### src/design/gbrw_pkg.sv
// ----------------------------------------------------------------------------
// gbrw_pkg
// shared types and constants of the grid block range walker
// ----------------------------------------------------------------------------
package gbrw_pkg;

  // grid limits
  localparam int MAX_GRID = 256;
  localparam int MAX_SPAN = 8;
  localparam int GRID_W   = 9;                      // holds 1..MAX_GRID
  localparam int CELL_W   = 8;                      // holds 0..MAX_GRID-1
  localparam int CNT_W    = $clog2(MAX_SPAN + 1);   // holds 1..MAX_SPAN

  // coordinate arithmetic
  localparam int COORD_W = 32;                      // Q16.16 operands
  localparam int DIFF_W  = COORD_W + 1;             // coordinate minus origin
  localparam int PROD_W  = 2 * COORD_W;             // Q32.32 product
  localparam int BLK_W   = COORD_W + 1;             // signed block number

  // image counts: kept a little wider than the port so that the walk of at
  // most MAX_SPAN blocks past a saturated start still saturates on output
  localparam int OUT_W   = 16;
  localparam int IMG_W   = OUT_W + 2;
  localparam int IMG_LIM = (1 << (OUT_W - 1)) - 1 + 2 * MAX_SPAN;
  localparam logic signed [IMG_W-1:0] IMG_MAX = IMG_W'(IMG_LIM);
  localparam logic signed [IMG_W-1:0] IMG_MIN = IMG_W'(-IMG_LIM - 1);

  // floor divider
  localparam int DIV_BITS  = 4;                     // quotient bits per cycle
  localparam int DIV_W     = ((BLK_W + DIV_BITS - 1) / DIV_BITS) * DIV_BITS;
  localparam int DIV_STEPS = DIV_W / DIV_BITS;
  localparam int STEP_W    = $clog2(DIV_STEPS);

  // descriptor queue
  localparam int QDEPTH = 2;
  localparam int QPTR_W = $clog2(QDEPTH);
  localparam int QCNT_W = $clog2(QDEPTH + 1);

  // configuration register indexes
  localparam int CFG_IDX_W  = 3;
  localparam int CFG_DATA_W = 32;
  localparam logic [CFG_IDX_W-1:0] CFG_ORIGIN_X    = 3'd0;
  localparam logic [CFG_IDX_W-1:0] CFG_ORIGIN_Y    = 3'd1;
  localparam logic [CFG_IDX_W-1:0] CFG_INV_BLOCK_X = 3'd2;
  localparam logic [CFG_IDX_W-1:0] CFG_INV_BLOCK_Y = 3'd3;
  localparam logic [CFG_IDX_W-1:0] CFG_BLOCKS_X    = 3'd4;
  localparam logic [CFG_IDX_W-1:0] CFG_BLOCKS_Y    = 3'd5;
  localparam logic [CFG_IDX_W-1:0] CFG_WRAP_X      = 3'd6;
  localparam logic [CFG_IDX_W-1:0] CFG_WRAP_Y      = 3'd7;

  // live configuration, block counts already folded into 1..MAX_GRID
  typedef struct packed {
    logic signed [COORD_W-1:0] origin_x;
    logic signed [COORD_W-1:0] origin_y;
    logic [COORD_W-1:0]        inv_x;
    logic [COORD_W-1:0]        inv_y;
    logic [GRID_W-1:0]         n_x;
    logic [GRID_W-1:0]         n_y;
    logic                      wrap_x;
    logic                      wrap_y;
  } cfg_t;

  // one rectangle, ready to walk
  typedef struct packed {
    logic [CELL_W-1:0]       cell_x;
    logic signed [IMG_W-1:0] img_x;
    logic [CNT_W-1:0]        cnt_x;
    logic [CELL_W-1:0]       cell_y;
    logic signed [IMG_W-1:0] img_y;
    logic [CNT_W-1:0]        cnt_y;
    logic                    clip;
  } desc_t;

  typedef enum logic [2:0] {
    F_IDLE,
    F_DIFF,
    F_MUL,
    F_FLOOR,
    F_CLAMP,
    F_START,
    F_DIV,
    F_PUSH
  } front_state_t;

endpackage

### src/design/gbrw_queue.sv
// ----------------------------------------------------------------------------
// gbrw_queue
// short descriptor queue between the front and the back
// ----------------------------------------------------------------------------
module gbrw_queue (
  input  logic            clk,
  input  logic            rst,
  input  logic            push,
  input  gbrw_pkg::desc_t din,
  output logic            full,
  input  logic            pop,
  output gbrw_pkg::desc_t dout,
  output logic            empty
);

  gbrw_pkg::desc_t              entry [gbrw_pkg::QDEPTH];
  logic [gbrw_pkg::QPTR_W-1:0]  wr_ptr;
  logic [gbrw_pkg::QPTR_W-1:0]  rd_ptr;
  logic [gbrw_pkg::QCNT_W-1:0]  count;

  assign full  = (count == gbrw_pkg::QCNT_W'(gbrw_pkg::QDEPTH));
  assign empty = (count == '0);
  assign dout  = entry[rd_ptr];

  always_ff @(posedge clk) begin
    if (rst) begin
      wr_ptr <= '0;
      rd_ptr <= '0;
      count  <= '0;
    end else begin
      if (push) begin
        wr_ptr <= wr_ptr + gbrw_pkg::QPTR_W'(1);
      end
      if (pop) begin
        rd_ptr <= rd_ptr + gbrw_pkg::QPTR_W'(1);
      end
      if (push && !pop) begin
        count <= count + gbrw_pkg::QCNT_W'(1);
      end else if (pop && !push) begin
        count <= count - gbrw_pkg::QCNT_W'(1);
      end
    end
  end

  always_ff @(posedge clk) begin
    if (push) begin
      entry[wr_ptr] <= din;
    end
  end

endmodule

### config.mk
export PLATFORM = sky130hd
export DESIGN_NAME = gbrw_queue
export DESIGN_NICKNAME = d
export VERILOG_FILES = /design/src/design/gbrw_pkg.sv /design/src/design/gbrw_queue.sv
export SDC_FILE = /design/constraint.sdc
export NUM_CORES = 1
export LEC_CHECK = 0
export BUFFER_PORTS_ARGS = -buffer_cell sky130_fd_sc_hd__buf_2
export CAP_MARGIN = 15
export CORE_UTILIZATION = 51
export DETAILED_ROUTE_END_ITERATION = 10
export PLACE_DENSITY_LB_ADDON = 0.12
export SETUP_SLACK_MARGIN = 0.05
export SYNTH_ARGS = -nofsm -noshare
export SYNTH_HDL_FRONTEND = slang
export SYNTH_SLANG_ARGS = --single-unit
### constraint.sdc
create_clock -name clk -period 4.45 [get_ports clk]
set_clock_uncertainty 0.2 [all_clocks]
set_input_delay 0.2225 -clock clk [delete_from_list [all_inputs] [get_ports clk]]
set_output_delay 0.2225 -clock clk [all_outputs]
set_load 0.05 [all_outputs]
# == Yosys cells after proc, flatten, opt, wreduce, memory -nomap -nowiden ==
# Memories as Yosys holds them, arrays and structs flattened. A register that Yosys moved wholly into a read port is not among the register bits.
# Cells that the tools add are included.
# classes
n_reduce_logical,6
add_sub_neg,4
mux,6
eq_ne,1
# op_table
cell,count
2-to-1 mux 1 bit,4
2-to-1 mux 2 bit,2
adder 1 bit (second input constant),2
adder 2 x 1 -> 2 bit (second input constant),1
== test 2 bit (second input constant),1
logical AND 1 bit,2
logical NOT 1 bit,2
logical NOT 2 bit,1
nonzero test 2 bit,1
subtractor 2 x 1 -> 2 bit (second input constant),1
# word_totals
wordCells,21
mem_count,1
reg_bits,4
inputBits,65
ramBits,122
# mem_list
memory,depth,word_bits,rd,rd_ports_with_merged_regs,wr,line,source
entry,2,61,1,1,1,gbrw_queue.sv:16,gbrw_pkg::desc_t entry [gbrw_pkg::QDEPTH];

# == Logic depth before layout (Yosys ltp) ==
# logic_depth
depth_word,4
depth_mapped,5
mapped_depth_nobuf,5

# == Worst setup path before layout ==
# No wires, ideal clock.
# synth_timing
path_kind,register to register
from,register wr_ptr
to,memory entry[0][0] in the netlist's numbering (enable)
arrival_ps,3042
synth_period_minus_slack_ps,3729
path_stages_with_launch,2
setup_slack_ps,721
setup_time_ps,487
path_cell_list,dfxtp_1 > nor2b_1
# synth_lines
element,line,source
from (decl),gbrw_queue.sv:17,logic [gbrw_pkg::QPTR_W-1:0] wr_ptr;
from (signal assigned),gbrw_queue.sv:32,wr_ptr <= wr_ptr + gbrw_pkg::QPTR_W'(1);
to (decl),gbrw_queue.sv:16,
# Straight into the memory's write port.

==> impl_metrics.prom <==
# TYPE chip_impl_metric gauge
chip_impl_info{name="run_status",value="completed"} 1
chip_impl_info{name="crit-reg2reg-launch",value="wr_ptr"} 1
chip_impl_info{name="yosysTopAreaCell",value="edfxtp_1"} 1
chip_impl_metric{name="timing.max_slew.rel_slack",unit="%"} 37.52
chip_impl_info{name="rsz0062_at_grt",value="no"} 1
chip_impl_info{name="cts-root-buf",value="clkbuf_8"} 1
chip_impl_metric{name="critPathMaxFanout",unit=""} 38
chip_impl_metric{name="setup-tns-final",unit="ns"} 0
chip_impl_metric{name="cellLeakagePower",unit="nW"} 2.532
chip_impl_metric{name="initial_antenna_violation_count",unit=""} 0
chip_impl_info{name="worstHoldEndpoint",value="entry[1][13]"} 1
chip_impl_metric{name="pin_count_of_the_biggest_net_entering_global_routing",unit=""} 39
chip_impl_metric{name="globalplace.congestion",unit=""} 0.6570
chip_impl_metric{name="drt-pass1-iter-count",unit=""} 4
chip_impl_metric{name="vdd_ir_max",unit="mV"} 0.4637
chip_impl_metric{name="netlist_area_before_placement",unit="um^2"} 4608
chip_impl_metric{name="period_minus_slack",unit="ns"} 2.911
chip_impl_info{name="worst-setup-path-type",value="reg -> out"} 1
chip_impl_metric{name="worst_slack",unit="ns"} 1.539
chip_impl_metric{name="final_net_count",unit=""} 485
chip_impl_metric{name="async_flop_share",unit="%"} 0
chip_impl_metric{name="clock_insertion_delay_at_the_later_pin_of_the_skew_report",unit="ns"} 0.50
chip_impl_metric{name="clock_sink_count",unit=""} 127
chip_impl_metric{name="die_y",unit="um"} 97.06
chip_impl_metric{name="fin_crit_sh",unit="%"} 65.41
chip_impl_metric{name="drc_errors",unit=""} 0
chip_impl_metric{name="place_ws",unit="ns"} 2.035
chip_impl_metric{name="design.portCount",unit=""} 128
chip_impl_metric{name="syn_nets",unit=""} 278
chip_impl_info{name="critical_path_sink_type",value="output port"} 1
chip_impl_metric{name="dr_total_vias",unit=""} 2647
chip_impl_metric{name="floorplan.initialDensity",unit="%"} 52.84
chip_impl_metric{name="r2r_cells",unit=""} 2
chip_impl_metric{name="tightest_slew",unit="ns"} 0.9352
chip_impl_info{name="critPathLaunchType",value="flip-flop"} 1
chip_impl_metric{name="placement.io_buffers",unit=""} 127
chip_impl_metric{name="placement_rows",unit=""} 34
chip_impl_metric{name="detail_route.vias_per_cell",unit=""} 4.902
chip_impl_metric{name="power-per-cell-area",unit="nW/um^2"} 494.2
chip_impl_metric{name="fp.coreArea",unit="um^2"} 8721
chip_impl_info{name="tritoncts",value="built"} 1
chip_impl_metric{name="antennaDiodeCount",unit=""} 0
chip_impl_metric{name="synth_area_per_cell",unit="um^2"} 21.74
chip_impl_metric{name="synth-edff-count",unit=""} 122
chip_impl_metric{name="routed_wire_length_per_instance",unit="um"} 16.25
chip_impl_info{name="yosys-top-cells-count",value="122 x edfxtp_1, 61 x mux2_2, 6 x buf_4"} 1
chip_impl_metric{name="fillCellCount",unit=""} 536
chip_impl_metric{name="grt.total_usage",unit="%"} 20.12
chip_impl_metric{name="die_width",unit="um"} 97.06
chip_impl_metric{name="post_synth_inst_count",unit=""} 212
chip_impl_metric{name="cts.reportedPaths.clkPinSlew",unit="ns"} 0.06
chip_impl_metric{name="cts.repair_timing.setup_buffer_count",unit=""} 0
chip_impl_metric{name="htree_levels",unit=""} 4
chip_impl_metric{name="place_inst",unit=""} 443
chip_impl_metric{name="synth_top_area_share",unit="%"} 79.50
chip_impl_info{name="ys_top_cells_by_area",value="edfxtp_1 80%, mux2_2 15%, dfxtp_1 2.2%, buf_4 0.98%, nor2_1 0.41%"} 1
chip_impl_metric{name="max_cap_viols",unit=""} 0
chip_impl_metric{name="tritoncts.num_buffers",unit=""} 17
chip_impl_metric{name="setup.reg_to_reg.worst_slack",unit="ns"} 2.23
chip_impl_info{name="min-delay-start",value="din[13]"} 1
chip_impl_metric{name="synth_cell_type_count",unit=""} 16
chip_impl_metric{name="yosys_register_bits",unit=""} 127
chip_impl_metric{name="totalWireLength",unit="um"} 8774
chip_impl_metric{name="synth-warning-count",unit=""} 0
chip_impl_metric{name="die_area",unit="um^2"} 9420
chip_impl_metric{name="cp_data_required_time",unit="ns"} 4.03
chip_impl_metric{name="max-clock-path-buffers",unit=""} 2
chip_impl_metric{name="min_delay_path_depth",unit=""} 2
chip_impl_metric{name="crit_arrival",unit="ns"} 2.49
chip_impl_metric{name="areaGrowthSynthToFinish",unit="%"} 42.85
chip_impl_metric{name="via_count_of_the_first_global_routing_pass",unit=""} 2984
chip_impl_info{name="post-synth-top-count-cell",value="edfxtp_1"} 1
chip_impl_metric{name="fmax",unit="MHz"} 343.6
chip_impl_metric{name="seq_area_frac_synth",unit="%"} 81.67
chip_impl_metric{name="report.final.hold_viol_count",unit=""} 0
chip_impl_metric{name="drtIter0Drc",unit=""} 96
chip_impl_metric{name="drt.antenna.violating_nets",unit=""} 0
chip_impl_info{name="postSynth.topFlopCell",value="edfxtp_1"} 1
chip_impl_metric{name="report.final.setup_viol",unit=""} 0
chip_impl_metric{name="grt_first_pass_wirelength",unit="um"} 14150
chip_impl_metric{name="overflow",unit=""} 0
chip_impl_metric{name="hold-worst-slack",unit="ns"} 0.2335
chip_impl_metric{name="layout.cells.non_filler",unit=""} 540
chip_impl_info{name="crit-reg2reg-capture",value="entry[1][8]"} 1
chip_impl_metric{name="finalMaxSlewViolations",unit=""} 0
chip_impl_metric{name="layout-drive-gt1-share",unit="%"} 51.85
chip_impl_info{name="hold_path_class",value="in -> reg"} 1
[placed cells by master (no fill, tap or decap)]
master	netlist	routed
buf_2	1	127
edfxtp_1	122	122
dlygate4sd3_1	0	65
mux2_2	61	61
clkbuf_16	0	16
nor2_1	5	5
clkinv_2	0	5
clkinvlp_4	0	4
dfxtp_1	5	4
clkbuf_1	0	3
bufinv_16	0	3
buf_4	6	3
xor2_1	2	2
xnor2_1	2	2
inv_1	1	1
and2_2	0	1
and2b_2	1	1
nor2b_4	0	1
o21ai_0	1	1
or3_1	1	1
a21oi_1	1	1
ha_1	1	1
dfxtp_2	0	1
clkbuf_8	0	1
[worst max-delay path: stages, from the launching register on]
cell,delay [ns]
dfxtp_2,0.89
buf_4,0.45
mux2_2,0.39
buf_2,0.22
[layer usage]
metal,GRT usage [%],part of all wire [%],vias to the layer above
met5,0,0,-
met4,8.152,0.99,0
met3,7.410,5.9,9
met2,34.13,51,89
met1,23.10,42,1299
li1,-,-,1250
[cell type report]
cell class	instances	area (um^2)	area share, %
flip-flops and latches	127	3765	57.19
repair buffers	195	1309	19.88
multi-input cells	77	799.5	12.15
clock buffers	20	425.4	6.463
clock inverters	12	145.1	2.205
well taps	108	135.1	2.053
inverters	1	3.754	0.05702
[cells by family after synthesis]
group                    share of synthesized area [%]
AO/OA/AOI/OAI                                   0.2170
multiplexers                                     14.91
adder cells (fa/ha/maj)                         0.2715
XOR/XNOR                                        0.7604
flip-flops                                       81.67
buffers and inverters                            1.167
AND/OR/NAND/NOR                                  1.005
[sequential cells by signal, summed over array words and instances, names as in the netlist, named ones only]
register / count
rd_ptr: 1
count: 2
wr_ptr: 1
entry: 122
[per-stage QoR]
| stage | util [%] | total power, mW | area [um^2] |
|---|---|---|---|
| 5_1_grt | 75.48 | 3.358 | 6583 |
| 2_1_floorplan | - | 1.804 | 4608 |
| 4_1_cts | 75.48 | 3.280 | 6583 |
| 3_5_place_dp | 61.48 | 1.921 | 5361 |
| 6_report | 75.48 | 3.253 | 6583 |
| 3_3_place_gp | 61.48 | 1.913 | 5361 |
[what timing repair did]
action / CTS / global route
gates resized for setup: 0 / 0
hold buffers: 65 / 0
hold endpoints to repair: 127 / 0
[power breakdown]
group,internal [mW],total (mW),switching (mW)
registers,1.40,1.43,0.0313
clock network,0.846,1.31,0.464
logic,0.172,0.517,0.345
total,2.41,3.25,0.840
[how the worst max path moves through the flow]
stage,end,startpoint,slack (ns)
3_5_place_dp,dout[27],flip-flop,2.03
3_3_place_gp,dout[27],flip-flop,2.01
6_report,dout[32],flip-flop,1.54
2_1_floorplan,entry[0][0],wr_ptr,0.72
4_1_cts,dout[58],flip-flop,1.48
5_1_grt,dout[51],flip-flop,1.34
Power figures use the tool's default switching activity.
