**config.mk**
```make
export PLATFORM = sky130hd
export DESIGN_NAME = gbrw_back
export DESIGN_NICKNAME = d
export VERILOG_FILES = /design/src/design/gbrw_pkg.sv /design/src/design/gbrw_back.sv
export SDC_FILE = /design/constraint.sdc
export NUM_CORES = 1
export LEC_CHECK = 0
export BUFFER_PORTS_ARGS = -buffer_cell sky130_fd_sc_hd__buf_2
export CAP_MARGIN = 20
export CORE_ASPECT_RATIO = 0.7
export CORE_MARGIN = 4
export CORE_UTILIZATION = 40
export DETAILED_ROUTE_END_ITERATION = 12
export GPL_ROUTABILITY_DRIVEN = 1
export PLACE_DENSITY_LB_ADDON = 0.25
export SLEW_MARGIN = 20
export SYNTH_ARGS = -nofsm -noshare
export SYNTH_HDL_FRONTEND = slang
export SYNTH_SLANG_ARGS = --single-unit
```
**constraint.sdc**
```tcl
create_clock -name clk -period 10.2 [get_ports clk]
set_input_delay 0 -clock clk [delete_from_list [all_inputs] [get_ports clk]]
set_output_delay 0 -clock clk [all_outputs]
set_load 0.01 [all_outputs]
```
**src/design/gbrw_pkg.sv**
```systemverilog
// ----------------------------------------------------------------------------
// gbrw_pkg
// shared types and constants of the grid block range walker
// ----------------------------------------------------------------------------
package gbrw_pkg;

  // grid limits
  localparam int MAX_GRID = 256;
  localparam int MAX_SPAN = 8;
  localparam int GRID_W   = 9;                      // holds 1..MAX_GRID
  localparam int CELL_W   = 8;                      // holds 0..MAX_GRID-1
  localparam int CNT_W    = $clog2(MAX_SPAN + 1);   // holds 1..MAX_SPAN

  // coordinate arithmetic
  localparam int COORD_W = 32;                      // Q16.16 operands
  localparam int DIFF_W  = COORD_W + 1;             // coordinate minus origin
  localparam int PROD_W  = 2 * COORD_W;             // Q32.32 product
  localparam int BLK_W   = COORD_W + 1;             // signed block number

  // image counts: kept a little wider than the port so that the walk of at
  // most MAX_SPAN blocks past a saturated start still saturates on output
  localparam int OUT_W   = 16;
  localparam int IMG_W   = OUT_W + 2;
  localparam int IMG_LIM = (1 << (OUT_W - 1)) - 1 + 2 * MAX_SPAN;
  localparam logic signed [IMG_W-1:0] IMG_MAX = IMG_W'(IMG_LIM);
  localparam logic signed [IMG_W-1:0] IMG_MIN = IMG_W'(-IMG_LIM - 1);

  // floor divider
  localparam int DIV_BITS  = 4;                     // quotient bits per cycle
  localparam int DIV_W     = ((BLK_W + DIV_BITS - 1) / DIV_BITS) * DIV_BITS;
  localparam int DIV_STEPS = DIV_W / DIV_BITS;
  localparam int STEP_W    = $clog2(DIV_STEPS);

  // descriptor queue
  localparam int QDEPTH = 2;
  localparam int QPTR_W = $clog2(QDEPTH);
  localparam int QCNT_W = $clog2(QDEPTH + 1);

  // configuration register indexes
  localparam int CFG_IDX_W  = 3;
  localparam int CFG_DATA_W = 32;
  localparam logic [CFG_IDX_W-1:0] CFG_ORIGIN_X    = 3'd0;
  localparam logic [CFG_IDX_W-1:0] CFG_ORIGIN_Y    = 3'd1;
  localparam logic [CFG_IDX_W-1:0] CFG_INV_BLOCK_X = 3'd2;
  localparam logic [CFG_IDX_W-1:0] CFG_INV_BLOCK_Y = 3'd3;
  localparam logic [CFG_IDX_W-1:0] CFG_BLOCKS_X    = 3'd4;
  localparam logic [CFG_IDX_W-1:0] CFG_BLOCKS_Y    = 3'd5;
  localparam logic [CFG_IDX_W-1:0] CFG_WRAP_X      = 3'd6;
  localparam logic [CFG_IDX_W-1:0] CFG_WRAP_Y      = 3'd7;

  // live configuration, block counts already folded into 1..MAX_GRID
  typedef struct packed {
    logic signed [COORD_W-1:0] origin_x;
    logic signed [COORD_W-1:0] origin_y;
    logic [COORD_W-1:0]        inv_x;
    logic [COORD_W-1:0]        inv_y;
    logic [GRID_W-1:0]         n_x;
    logic [GRID_W-1:0]         n_y;
    logic                      wrap_x;
    logic                      wrap_y;
  } cfg_t;

  // one rectangle, ready to walk
  typedef struct packed {
    logic [CELL_W-1:0]       cell_x;
    logic signed [IMG_W-1:0] img_x;
    logic [CNT_W-1:0]        cnt_x;
    logic [CELL_W-1:0]       cell_y;
    logic signed [IMG_W-1:0] img_y;
    logic [CNT_W-1:0]        cnt_y;
    logic                    clip;
  } desc_t;

  typedef enum logic [2:0] {
    F_IDLE,
    F_DIFF,
    F_MUL,
    F_FLOOR,
    F_CLAMP,
    F_START,
    F_DIV,
    F_PUSH
  } front_state_t;

endpackage

```
**src/design/gbrw_back.sv**
```systemverilog
// ----------------------------------------------------------------------------
// gbrw_back
// walks the blocks of one rectangle, one output beat per cycle while out_stall is low
// ----------------------------------------------------------------------------
module gbrw_back (
  input  logic                                clk,
  input  logic                                rst,
  input  logic [gbrw_pkg::GRID_W-1:0]         n_x,
  input  logic [gbrw_pkg::GRID_W-1:0]         n_y,
  input  gbrw_pkg::desc_t                     desc,
  input  logic                                empty,
  output logic                                pop,
  output logic                                out_valid,
  input  logic                                out_stall,
  output logic [gbrw_pkg::OUT_W-1:0]          block_index,
  output logic signed [gbrw_pkg::OUT_W-1:0]   image_x,
  output logic signed [gbrw_pkg::OUT_W-1:0]   image_y,
  output logic                                last_block,
  output logic                                span_clipped
);

  localparam int OUT_MAX = (1 << (gbrw_pkg::OUT_W - 1)) - 1;

  function automatic logic signed [gbrw_pkg::OUT_W-1:0] sat_image(
    input logic signed [gbrw_pkg::IMG_W-1:0] v
  );
    logic signed [gbrw_pkg::OUT_W-1:0] r;
    if (v > $signed(gbrw_pkg::IMG_W'(OUT_MAX))) begin
      r = gbrw_pkg::OUT_W'(OUT_MAX);
    end else if (v < $signed(gbrw_pkg::IMG_W'(-OUT_MAX - 1))) begin
      r = gbrw_pkg::OUT_W'(-OUT_MAX - 1);
    end else begin
      r = gbrw_pkg::OUT_W'(v);
    end
    return r;
  endfunction

  logic                                active;
  logic [gbrw_pkg::CNT_W-1:0]          col, row;
  logic [gbrw_pkg::CNT_W-1:0]          cnt_x, cnt_y;
  logic [gbrw_pkg::CELL_W-1:0]         start_cell_x, cell_x, cell_y;
  logic signed [gbrw_pkg::IMG_W-1:0]   start_img_x, img_x, img_y;
  logic                                clip;

  logic                                load;
  logic                                emit;
  logic                                row_end;
  logic                                at_last;
  logic                                x_wrap, y_wrap;
  logic [gbrw_pkg::GRID_W+gbrw_pkg::CELL_W-1:0] row_base;
  logic [gbrw_pkg::OUT_W-1:0]          index_next;

  always_comb begin
    load    = !out_valid || !out_stall;
    emit    = active && load;
    row_end = (col == cnt_x - gbrw_pkg::CNT_W'(1));
    at_last = row_end && (row == cnt_y - gbrw_pkg::CNT_W'(1));
    pop     = !empty && (!active || (emit && at_last));
    x_wrap  = ({1'b0, cell_x} == gbrw_pkg::GRID_W'(n_x - gbrw_pkg::GRID_W'(1)));
    y_wrap  = ({1'b0, cell_y} == gbrw_pkg::GRID_W'(n_y - gbrw_pkg::GRID_W'(1)));
    row_base   = n_x * cell_y;
    index_next = gbrw_pkg::OUT_W'(row_base) + gbrw_pkg::OUT_W'(cell_x);
  end

  always_ff @(posedge clk) begin
    if (rst) begin
      active    <= 1'b0;
      out_valid <= 1'b0;
    end else begin
      if (load) begin
        out_valid <= emit;
      end
      if (pop) begin
        active <= 1'b1;
      end else if (emit && at_last) begin
        active <= 1'b0;
      end
    end
  end

  // walk position: columns inner, rows outer, cells wrap at the block count
  always_ff @(posedge clk) begin
    if (pop) begin
      col          <= '0;
      row          <= '0;
      cnt_x        <= desc.cnt_x;
      cnt_y        <= desc.cnt_y;
      start_cell_x <= desc.cell_x;
      start_img_x  <= desc.img_x;
      cell_x       <= desc.cell_x;
      img_x        <= desc.img_x;
      cell_y       <= desc.cell_y;
      img_y        <= desc.img_y;
      clip         <= desc.clip;
    end else if (emit && !at_last) begin
      if (row_end) begin
        col    <= '0;
        row    <= row + gbrw_pkg::CNT_W'(1);
        cell_x <= start_cell_x;
        img_x  <= start_img_x;
        if (y_wrap) begin
          cell_y <= '0;
          img_y  <= img_y + gbrw_pkg::IMG_W'(1);
        end else begin
          cell_y <= cell_y + gbrw_pkg::CELL_W'(1);
        end
      end else begin
        col <= col + gbrw_pkg::CNT_W'(1);
        if (x_wrap) begin
          cell_x <= '0;
          img_x  <= img_x + gbrw_pkg::IMG_W'(1);
        end else begin
          cell_x <= cell_x + gbrw_pkg::CELL_W'(1);
        end
      end
    end
  end

  always_ff @(posedge clk) begin
    if (emit) begin
      block_index  <= index_next;
      image_x      <= sat_image(img_x);
      image_y      <= sat_image(img_y);
      last_block   <= at_last;
      span_clipped <= clip;
    end
  end

endmodule

```
# Word level (Yosys, flattened, before mapping)
# Cells that the tools add are included.
op_classes:
  addsub: 11
  mul: 1
  div_mod_pow: 0
  magnitude_cmp: 4
  eq_ne: 4
  shift: 0
  mux: 21
  bitwise: 0
  reduce_logical: 21
ops:
  columns: ["cell", "count"]
  rows:
  - ["18-bit 2-to-1 mux", 8]
  - ["8-bit 2-to-1 mux", 8]
  - ["18-bit by 2-bit adder with 18-bit output (second input constant)", 2]
  - ["18-bit by 16-bit > comparator with 1-bit output (second input constant)", 2]
  - ["18-bit by 16-bit < comparator with 1-bit output (second input constant)", 2]
  - ["16-bit 2-to-1 mux", 2]
  - ["8-bit by 9-bit == test with 1-bit output", 2]
  - ["9-bit by 1-bit subtractor with 9-bit output (second input constant)", 2]
  - ["16-bit by 8-bit adder with 16-bit output", 1]
  - ["8-bit by 1-bit adder with 8-bit output (second input constant)", 2]
  - ["9-bit by 8-bit multiplier with 16-bit output", 1]
  - ["4-bit by 1-bit adder with 4-bit output (second input constant)", 2]
  - ["4-bit == test", 2]
  - ["2-bit nonzero test", 4]
  - ["4-bit by 1-bit subtractor with 4-bit output (second input constant)", 2]
  - ["2-bit AND reduction", 3]
  - ["1-bit logical AND", 5]
  - ["1-bit logical NOT", 5]
  - ["4-bit 2-to-1 mux", 1]
  - ["3-bit AND reduction", 1]
  - ["3-bit nonzero test", 1]
  - ["1-bit logical OR", 2]
  - ["1-bit 2-to-1 mux", 2]
totals:
  reg_bits: 147
  latchBits: 0
  ramBits: 0
  mem_bits_ro: 0
  inputBits: 83
  elab_cells: 80
  mem_count: 0

# Depth between registers and ports, before layout
# Gate-level depths: netlist of the first run.
logic_depth:
  word_depth: 8
  depth_mapped: 18
  depth_no_buf: 17

# Least setup slack after synthesis of the first run
# Ideal clock, no wire load.
synth_path:
  path_kind: "flip-flop to flip-flop"
  start: "register cell_y[6] (netlist bit)"
  end: "register block_index[14] (netlist bit), data pin"
  setup_time_ps: 266
  arrival_time_ps: 4510
  path_slack_ps: 5425
  stages_incl_launch_ff: 17
  n_path_buf: 1
  synth_period_minus_slack_ps: 4775
  path_cell_list: "edfxtp_1 > clkbuf_1 > nand2_1 > fa_1 > fa_1 > inv_1 > fa_1 > inv_1 > fa_1 > inv_1 > ha_1 > and2_1 > a221oi_1 > o21ai_0 > a41o_1 > o41ai_1 > xnor2_1"
synth_between:
  elab_chain_len: 2
synth_rtl:
  columns: ["item", "line", "text"]
  rows:
  - ["start, declared", "gbrw_back.sv:41", "logic [gbrw_pkg::CELL_W-1:0] start_cell_x, cell_x, cell_y;"]
  - ["start signal, assigned", "gbrw_back.sv:92", "cell_y <= desc.cell_y;"]
  - ["start signal, assigned", "gbrw_back.sv:105", "cell_y <= cell_y + gbrw_pkg::CELL_W'(1);"]
  - ["9-bit by 8-bit multiplier with 16-bit output", "gbrw_back.sv:61", "row_base = n_x * cell_y;"]
  - ["16-bit by 8-bit adder with 16-bit output", "gbrw_back.sv:62", "index_next = gbrw_pkg::OUT_W'(row_base) + gbrw_pkg::OUT_W'(cell_x);"]
  - ["named net index_next, one bit", "gbrw_back.sv:51", "logic [gbrw_pkg::OUT_W-1:0] index_next;"]
  - ["end signal, assigned", "gbrw_back.sv:121", "block_index <= index_next;"]
  - ["end, declared", "gbrw_back.sv:15", "output logic [gbrw_pkg::OUT_W-1:0] block_index,"]
# The timed path passes the listed nets, and every way through them passes these cells.
# A chain may end at the register's enable or synchronous reset.

# Final worst setup path of the first run
# Ends and elaborated chain as after synthesis.

==> results.cfg, run 1 <==
[outcome]
outcome = complete, no violations

[place]
pre_cts_slack_ns = 5.04
gp_congestion = 0.852
io_buffer_count = 134
dpl.hpwl_um = 16900

[clock_network]
cts_root_buffer = clkbuf_16
cts_made_buffers = 17
cts_setup_buffers = 0
clk_pin_slew_ns = 0.07
cts.htree.levels = 4
cts_hold_buf = 63
cts_tree = done
clock-sinks = 147
cts_resized = 0
cts_buffer_depth = 2
worst_skew_pair.late_latency_ns = 0.43

[timing]
fin_crit_sh_pct = 50.8
grt_setup_unrepaired = no
finalCriticalPeriod_ns = 5.19
slew_headroom_pct = 30.2
tns_ns = 0
slew_violations = 0
setup_violations = 0
hold_viol = 0
worst_pin_slew_ns = 1.05
fmax_mhz = 193
setup_slack_ns = 5.01
fin_skew_ns = 0.0129

[global_route]
grt_max_degree = 78
grt_antenna_before_repair = 2
grt_pass1_wl_um = 39100
grt_usage_pct = 17.4
grt_overflow_total = 0
grt_pass1_vias = 7348

[worst_setup_path]
r2r_cells = 15
path_max_fanout = 16
worstSetupPathType = reg2reg
path_cells = nand2_1 -> fa_1 -> fa_1 -> inv_1 -> fa_1 -> inv_1 -> fa_1 -> inv_1 -> ha_1 -> and2_1 -> a221oi_1 -> o21ai_0 -> a41o_1 -> o41ai_1 -> xnor2_1
path_delay_family = adder cells
max_stage_delay_ns = 0.67
crit_path_top_delay_cell = edfxtp_1
worst-path-buf-inv = 3
critPathArrivalTime_ns = 5.36
r2r_start = cell_y[6]$_DFFE_PP_
r2r_slack_ns = 5.01
path_common_cell = fa_1
end_kind = flip-flop
worstPathRequired_ns = 10.37
start_kind = flip-flop
reg2reg_to = block_index[14]$_DFFE_PP_

[yosys]
ys_seq_elements = 147
yosysMostFrequentCell = edfxtp_1
seq_area_frac_synth_pct = 42.4
async_flop_share_pct = 0
synth_edf_count = 137
synth_area_um2 = 10200
yosysWarnings = 0
synthFlopType = edfxtp_1
synth_common_cells = edfxtp_1, nand2_1, nor2_1, inv_1, xnor2_1
syn-num-nets = 1233
synth_top_area_share_pct = 40.5
synthTopCellsByArea = edfxtp_1, fa_1, ha_1
netlist_instances = 1055
synth_cell_type_count = 60
yosys.area.top_type = edfxtp_1
synth.avg_cell_area_um2 = 9.64

[power]
clkPwrFrac_pct = 24.8
p_comb_share_pct = 41.2
p_leak_uw = 0.00508
p_per_area_nw_per_um2 = 217
irDropWorstVdd_uv = 176
net-switching-power_uw = 966
internal-power_uw = 1700
swShare_pct = 36.3
seqPwrFrac_pct = 33.9

[drt]
drtIter0Drc = 439
wl_per_cell_um = 15.2
viasPerCell = 4.96
drtPass1Iterations = 5
wirelength_um = 23700
antenna_left = 0
drc = 0
vias = 7733

[floorplan]
dieArea_um2 = 28100
start_util_pct = 41.0
io_pins = 135
die_h_um = 141
die-width_um = 199
rows = 48
coreArea_um2 = 24800

[run]
max_cap_violations = 0

[worst_hold_path]
worstHoldStart = out_stall
hold_class = in2reg
min_to = out_valid$_SDFFE_PP0N_
whs_path_depth = 5

[layout]
nNetsFinal = 1397
area_growth_pct = 20.7
final_layout_size_suffix_gt1_share_pct = 14.4
-- area by class of cell --
class / instances / area [µm²]
Antenna cell: 1 / 2.50
Sequential cell: 147 / 4310
Tap cell: 325 / 407
Fill cell: 2295 / 12500
Multi-Input combinational cell: 753 / 5230
Timing Repair Buffer: 201 / 1330
Clock buffer: 17 / 425
Inverter: 99 / 372
Clock inverter: 15 / 181
-- registers in the layout, summed over array words and instances, names as in the netlist, 4 cells and up --
name / cells
cell_y: 8
image_x: 16
image_y: 16
img_y: 18
start_img_x: 18
img_x: 18
cnt_x: 4
block_index: 16
row: 4
cnt_y: 4
col: 4
cell_x: 8
start_cell_x: 8
-- logic make-up (layout without fill, tap and decap cells) --
family / Yosys count / count (layout) / synth area share, %
AO/OA/AOI/OAI: 144 / 144 / 8.43
adder cells (fa/ha/maj): 95 / 95 / 15.3
AND/OR/NAND/NOR: 415 / 415 / 18.7
multiplexers: 8 / 8 / 0.800
buffers and inverters: 155 / 332 / 6.25
other: 0 / 1 / 0
XOR/XNOR: 91 / 91 / 8.12
flip-flops: 147 / 147 / 42.4
-- routing by layer --
metal,share of wire [%],up-vias,global-route usage [%],wire length (µm)
met4,1.3,2,5.36,315
met2,43,190,25.5,10100
met5,0.030,-,0,7
li1,-,3852,-,-
met3,5.0,22,3.09,1200
met1,51,3667,26.3,12100
-- worst max-delay path by stage --
stage                                           end           startpoint  cells after the start
after floorplan           block_index[14]$_DFFE_PP_  cell_y[6]$_DFFE_PP_                     16
after global placement    block_index[14]$_DFFE_PP_  cell_y[6]$_DFFE_PP_                     15
after detailed placement  block_index[14]$_DFFE_PP_  cell_y[6]$_DFFE_PP_                     15
after CTS                 block_index[14]$_DFFE_PP_  cell_y[6]$_DFFE_PP_                     15
after global routing      block_index[14]$_DFFE_PP_  cell_y[6]$_DFFE_PP_                     15
final                     block_index[14]$_DFFE_PP_  cell_y[6]$_DFFE_PP_                     15
-- stage by stage --
| stage | instances | power [µW] | utilization [%] | area [µm²] | hold WS, ns |
|---|---|---|---|---|---|
| after global placement | 1462 | 1970 | 44.4 | 11000 | 0.177 |
| after floorplan | 1055 | 1740 | - | 10200 | 0.0691 |
| after detailed placement | 1462 | 2000 | 44.4 | 11000 | 0.179 |
| after global routing | 1558 | 2890 | 49.5 | 12300 | 0.106 |
| after CTS | 1557 | 2690 | 49.4 | 12300 | 0.0323 |
| final | 1558 | 2660 | 49.5 | 12300 | 0.0392 |
-- cell usage in the layout (no fill, tap or decap), types with 17 or more instances in the layout --
master	instances
edfxtp_1	137
nand2_1	135
nor2_1	135
buf_2	134
inv_1	98
dlygate4sd3_1	63
xnor2_1	61
a21oi_1	55
and2_1	51
fa_1	49
ha_1	46
o21ai_0	44
nand3_1	29
xor2_1	28
nor3_1	18
clkbuf_16	17
-- worst register-to-register path: cells and delay by family (launching register included) --
family / cells / cell delay [ns]
simple gates: 2 / 0.35
xor+xnor: 1 / 0.10
flops: 1 / 0.67
fa+ha+maj: 5 / 2.45
buf+inv: 3 / 0.15
compound gates: 4 / 1.20
-- power by group through the flow --
stage,combinational (µW),clock (µW),sequential (µW)
floorplan,845,0,894
global placement,1050,0,913
detailed placement,1080,0,917
CTS,1110,677,905
global route,1270,703,920
finish,1100,661,905
Power figures use the tool's default switching activity.
==> inputs of run 2 (changes only) <==
==> constraint.sdc (replaced) <==
create_clock -name clk -period 4.6 [get_ports clk]
set_input_delay 0 -clock clk [delete_from_list [all_inputs] [get_ports clk]]
set_output_delay 0 -clock clk [all_outputs]
set_load 0.01 [all_outputs]
==> results.cfg, run 2 (same netlist as run 1, synthesis figures left out) <==
[outcome]
outcome = complete, no violations

[timing]
slew_headroom_pct = 29.0
worst_pin_slew_ns = 1.07
timing.hold.ws_ns = 0.194
hold_viol = 0
setup_violations = 0
fmax_mhz = 225
finalCriticalPeriod_ns = 4.44
fin_crit_sh_pct = 96.6
slew_violations = 0
fin_skew_ns = 0.00889

[drt]
drtIter0Drc = 408
drtPass1Iterations = 5
drc = 0
vias = 7857
wl_per_cell_um = 15.5
antenna_left = 0
viasPerCell = 4.93
wirelength_um = 24700

[worst_setup_path]
crit_start = cell_y[4]$_DFFE_PP_
r2r_cells = 16
path_max_fanout = 5
end_kind = flip-flop
start_kind = flip-flop
r2r_slack_ns = 0.16
max_stage_delay_ns = 0.54
worstSetupPathType = reg2reg
critPathArrivalTime_ns = 4.62
r2r_start = cell_y[4]$_DFFE_PP_
path_common_cell = fa_1
crit_path_top_delay_cell = fa_1
worstPathRequired_ns = 4.77
path_cells = buf_6 -> nand2_2 -> fa_1 -> fa_1 -> inv_2 -> fa_1 -> inv_1 -> fa_1 -> inv_2 -> ha_4 -> and2_4 -> a221oi_2 -> o21ai_1 -> a41o_1 -> o41ai_2 -> xnor2_1
reg2reg_to = block_index[14]$_DFFE_PP_

[power]
net-switching-power_uw = 2340
irDropWorstVdd_uv = 460
p_comb_share_pct = 47.0
p_per_area_nw_per_um2 = 510
seqPwrFrac_pct = 30.4
internal-power_uw = 4120
swShare_pct = 36.2
clkPwrFrac_pct = 22.5
p_leak_uw = 0.00527

[layout]
nNetsFinal = 1434
fin_cells = 1594
fill_cells = 2271
final_layout_size_suffix_gt1_share_pct = 18.9
ff_latch_area_um2 = 4310
layout_common_cells = edfxtp_1, nor2_1, buf_2
area_growth_pct = 24.7
multi_input_area_um2 = 5340
final_area_um2 = 12700
num_antenna_cells = 0
reg_top3 = img_x (18), img_y (18), start_img_x (18)
layout.cells.most_common = edfxtp_1

[clock_network]
clk_pin_slew_ns = 0.06
cts_tree = done
cts_root_buffer = clkbuf_16
clock-sinks = 147
cts.htree.levels = 4
worst_skew_pair.late_latency_ns = 0.43
cts_made_buffers = 17
cts_buffer_depth = 2

[global_route]
grt_pass1_vias = 7581
gr-usage-met2_pct = 26.1
use_met1_pct = 27.0
grt_overflow_total = 0
busiest_layer = met1
grt_antenna_before_repair = 0
grt_usage_pct = 17.9
grt_pass1_wl_um = 39900
use_met3_pct = 4.23
grt_max_degree = 142

[place]
dp_cells = 1491
place_area_um2 = 11300
dpl.hpwl_um = 17200
io_buffer_count = 134
gp_congestion = 0.807

[floorplan]
rows = 48
dieArea_um2 = 28100
start_util_pct = 41.0
die-width_um = 199
coreArea_um2 = 24800
io_pins = 135
die_h_um = 141

[worst_hold_path]
min_to = row[0]$_SDFFE_PP0P_
whs_path_depth = 4
worstHoldStart = empty
hold_class = in2reg

[run]
max_cap_violations = 0
run 2: cell type report:
class | count | share of cell area (%)
tap | 325 | 3.21
inverter | 99 | 2.93
sequential | 147 | 34.0
multi-input combinational | 753 | 42.1
timing repair buffer | 238 | 12.9
clock buffer | 17 | 3.36
clock inverter | 15 | 1.43
run 2: how the worst max path moves through the flow:
stage,cells past startpoint,slack [ns],to
2_1_floorplan,16,0.01,block_index[14]$_DFFE_PP_
3_3_place_gp,14,0.07,block_index[14]$_DFFE_PP_
3_5_place_dp,14,-0.04,block_index[14]$_DFFE_PP_
4_1_cts,14,0.02,block_index[14]$_DFFE_PP_
5_1_grt,16,-0.01,block_index[15]$_DFFE_PP_
6_report,16,0.16,block_index[14]$_DFFE_PP_
run 2: per-layer routing:
layer / vias to the layer above / wire [µm]
met1: 3738 / 12700
met2: 170 / 10600
met5: - / 0
met4: 0 / 236
met3: 18 / 1170
li1: 3931 / -
run 2: worst max-delay path: cells and delay by family (launching register included):
| family | cells | cell delay (ns) |
|---|---|---|
| buffers and inverters | 4 | 0.30 |
| adders and majority gates | 5 | 2.16 |
| and+or+nand+nor | 2 | 0.21 |
| AOI/OAI and AO/OA | 4 | 0.95 |
| xor gates and xnor gates | 1 | 0.11 |
| DFF | 1 | 0.44 |
run 2: metrics by stage:
stage	setup TNS (ns)	utilization, %	setup slack [ns]	total power (µW)
CTS	0	50.5	0.0240	6210
detailed placement	-0.0439	45.4	-0.0439	4650
global route	-0.0100	51.1	-0.0100	7010
finish	0	51.1	0.158	6470
global placement	0	45.4	0.0706	4610
floorplan	0	-	0.0113	3870
run 2: power by group through the flow:
stage	sequential, µW	clock (µW)	combinational, µW
6_report	1970	1460	3040
5_1_grt	2000	1560	3450
4_1_cts	1970	1500	2740
2_1_floorplan	1980	0	1890
3_3_place_gp	1990	0	2620
3_5_place_dp	2000	0	2660
run 2: what timing repair did:
item,CTS,global route
pin swaps,0,25
setup buffers,1,6
gates resized for setup,1,29
hold buffers,64,0
endpoints found under the hold margin,89,0
endpoints found under the setup margin,1,4
==> inputs of run 3 (changes only) <==
--- a/config.mk
+++ b/config.mk
@@ -12,6 +12,7 @@
 export CORE_UTILIZATION = 40
 export DETAILED_ROUTE_END_ITERATION = 12
 export GPL_ROUTABILITY_DRIVEN = 1
+export MAX_ROUTING_LAYER = met4
 export PLACE_DENSITY_LB_ADDON = 0.25
 export SLEW_MARGIN = 20
 export SYNTH_ARGS = -nofsm -noshare
==> results.cfg, run 3 (same netlist as run 1, synthesis figures left out) <==
[drt]
drtIter0Drc = 393
vias = 7860
drc = 0
antenna_left = 0
drtPass1Iterations = 5
wl_per_cell_um = 15.5
viasPerCell = 4.93
wirelength_um = 24700

[outcome]
outcome = complete, no violations

[timing]
setup_violations = 0
hold_viol = 0
fmax_mhz = 225
fin_skew_ns = 0.00912
slew_violations = 0
slew_headroom_pct = 28.3
finalCriticalPeriod_ns = 4.44
timing.hold.ws_ns = 0.198
worst_pin_slew_ns = 1.08
fin_crit_sh_pct = 96.6

[place]
gp_congestion = 0.818
io_buffer_count = 134
dpl.hpwl_um = 17200
place_area_um2 = 11300

[global_route]
grt_pass1_wl_um = 39900
grt_overflow_total = 0
grt_antenna_before_repair = 0
grt_usage_pct = 18.4
grt_pass1_vias = 7580
grt_max_degree = 142

[power]
p_per_area_nw_per_um2 = 510
internal-power_uw = 4120
seqPwrFrac_pct = 30.5
clkPwrFrac_pct = 22.5
finalPower_uw = 6470
irDropWorstVdd_uv = 460
p_leak_uw = 0.00527
net-switching-power_uw = 2340
swShare_pct = 36.2
p_comb_share_pct = 47.0

[layout]
layout_common_cells = edfxtp_1, nor2_1, buf_2
reg_top3 = img_x (18), img_y (18), start_img_x (18)
area_growth_pct = 24.7
layout.cells.most_common = edfxtp_1
num_antenna_cells = 0
final_layout_size_suffix_gt1_share_pct = 18.9
nNetsFinal = 1434
final_area_um2 = 12700

[clock_network]
cts_made_buffers = 17
cts_root_buffer = clkbuf_16
clock-sinks = 147
clk_pin_slew_ns = 0.06
worst_skew_pair.late_latency_ns = 0.43
cts_tree = done
cts_buffer_depth = 2
cts.htree.levels = 4

[floorplan]
die-width_um = 199
coreArea_um2 = 24800
dieArea_um2 = 28100
io_pins = 135
die_h_um = 141
start_util_pct = 41.0
rows = 48

[worst_setup_path]
worstPathRequired_ns = 4.77
r2r_start = cell_y[4]$_DFFE_PP_
path_max_fanout = 5
crit_start = cell_y[4]$_DFFE_PP_
end_kind = flip-flop
start_kind = flip-flop
critPathArrivalTime_ns = 4.61
worstSetupPathType = reg2reg

[run]
max_cap_violations = 0

[worst_hold_path]
hold_class = in2reg
worstHoldStart = empty
==> run 3: timing repair <==
item	4_1_cts	5_1_grt
hold buffers	64	0
setup endpoints to repair	1	4
endpoints found under the hold margin	89	0
gates resized for setup	1	29
pin swaps	0	25
setup buffers	1	6
==> run 3: per-stage QoR <==
step	util (%)	instances	setup slack (ns)	TNS, ns
after floorplan	-	1055	0.0113	0
after global placement	45.4	1491	0.0706	0
after detailed placement	45.4	1491	-0.0439	-0.0439
after CTS	50.5	1588	0.0240	0
after global routing	51.1	1594	-0.0100	-0.0100
final	51.1	1594	0.157	0
==> run 3: path summary, 6_finish.rpt <==
kind | to | slack, ns | cells after the start
worst max-delay path | block_index[14]$_DFFE_PP_ | 0.16 | 16
worst min-delay path | row[2]$_SDFFE_PP0P_ | 0.20 | 4
worst max register to register | block_index[14]$_DFFE_PP_ | 0.16 | 16
worst min register to register | span_clipped$_DFFE_PP_ | 0.46 | 0
==> run 3: power groups by stage <==
stage	Combinational [µW]	Sequential, µW	Clock [µW]
3_3_place_gp	2620	1990	0
2_1_floorplan	1890	1980	0
6_report	3040	1970	1460
3_5_place_dp	2660	2000	0
4_1_cts	2740	1970	1500
5_1_grt	3450	2000	1560
==> run 3: area by class of cell <==
type | instances | area, µm²
fillers | 2271 | 12100
multi-input cells | 753 | 5340
flip-flops and latches | 147 | 4310
repair buffers | 238 | 1640
clock buffers | 17 | 425
well taps | 325 | 407
inverters | 99 | 372
clock inverters | 15 | 181
==> run 3: worst max-delay path, cell delays in order (launching register included) <==
cell	delay, ns
edfxtp_1	0.44
buf_6	0.16
nand2_2	0.05
fa_1	0.44
fa_1	0.54
inv_2	0.04
fa_1	0.47
inv_1	0.05
fa_1	0.48
inv_2	0.05
ha_4	0.23
and2_4	0.16
a221oi_2	0.25
o21ai_1	0.14
a41o_1	0.23
o41ai_2	0.33
xnor2_1	0.11
==> run 3: routing by layer <==
layer | global-route usage, % | wire (µm) | vias up
li1 | - | - | 3932
met1 | 27.2 | 12800 | 3738
met2 | 26.1 | 10600 | 173
met3 | 3.87 | 1120 | 17
met4 | 4.06 | 232 | 0
met5 | - | 0 | -
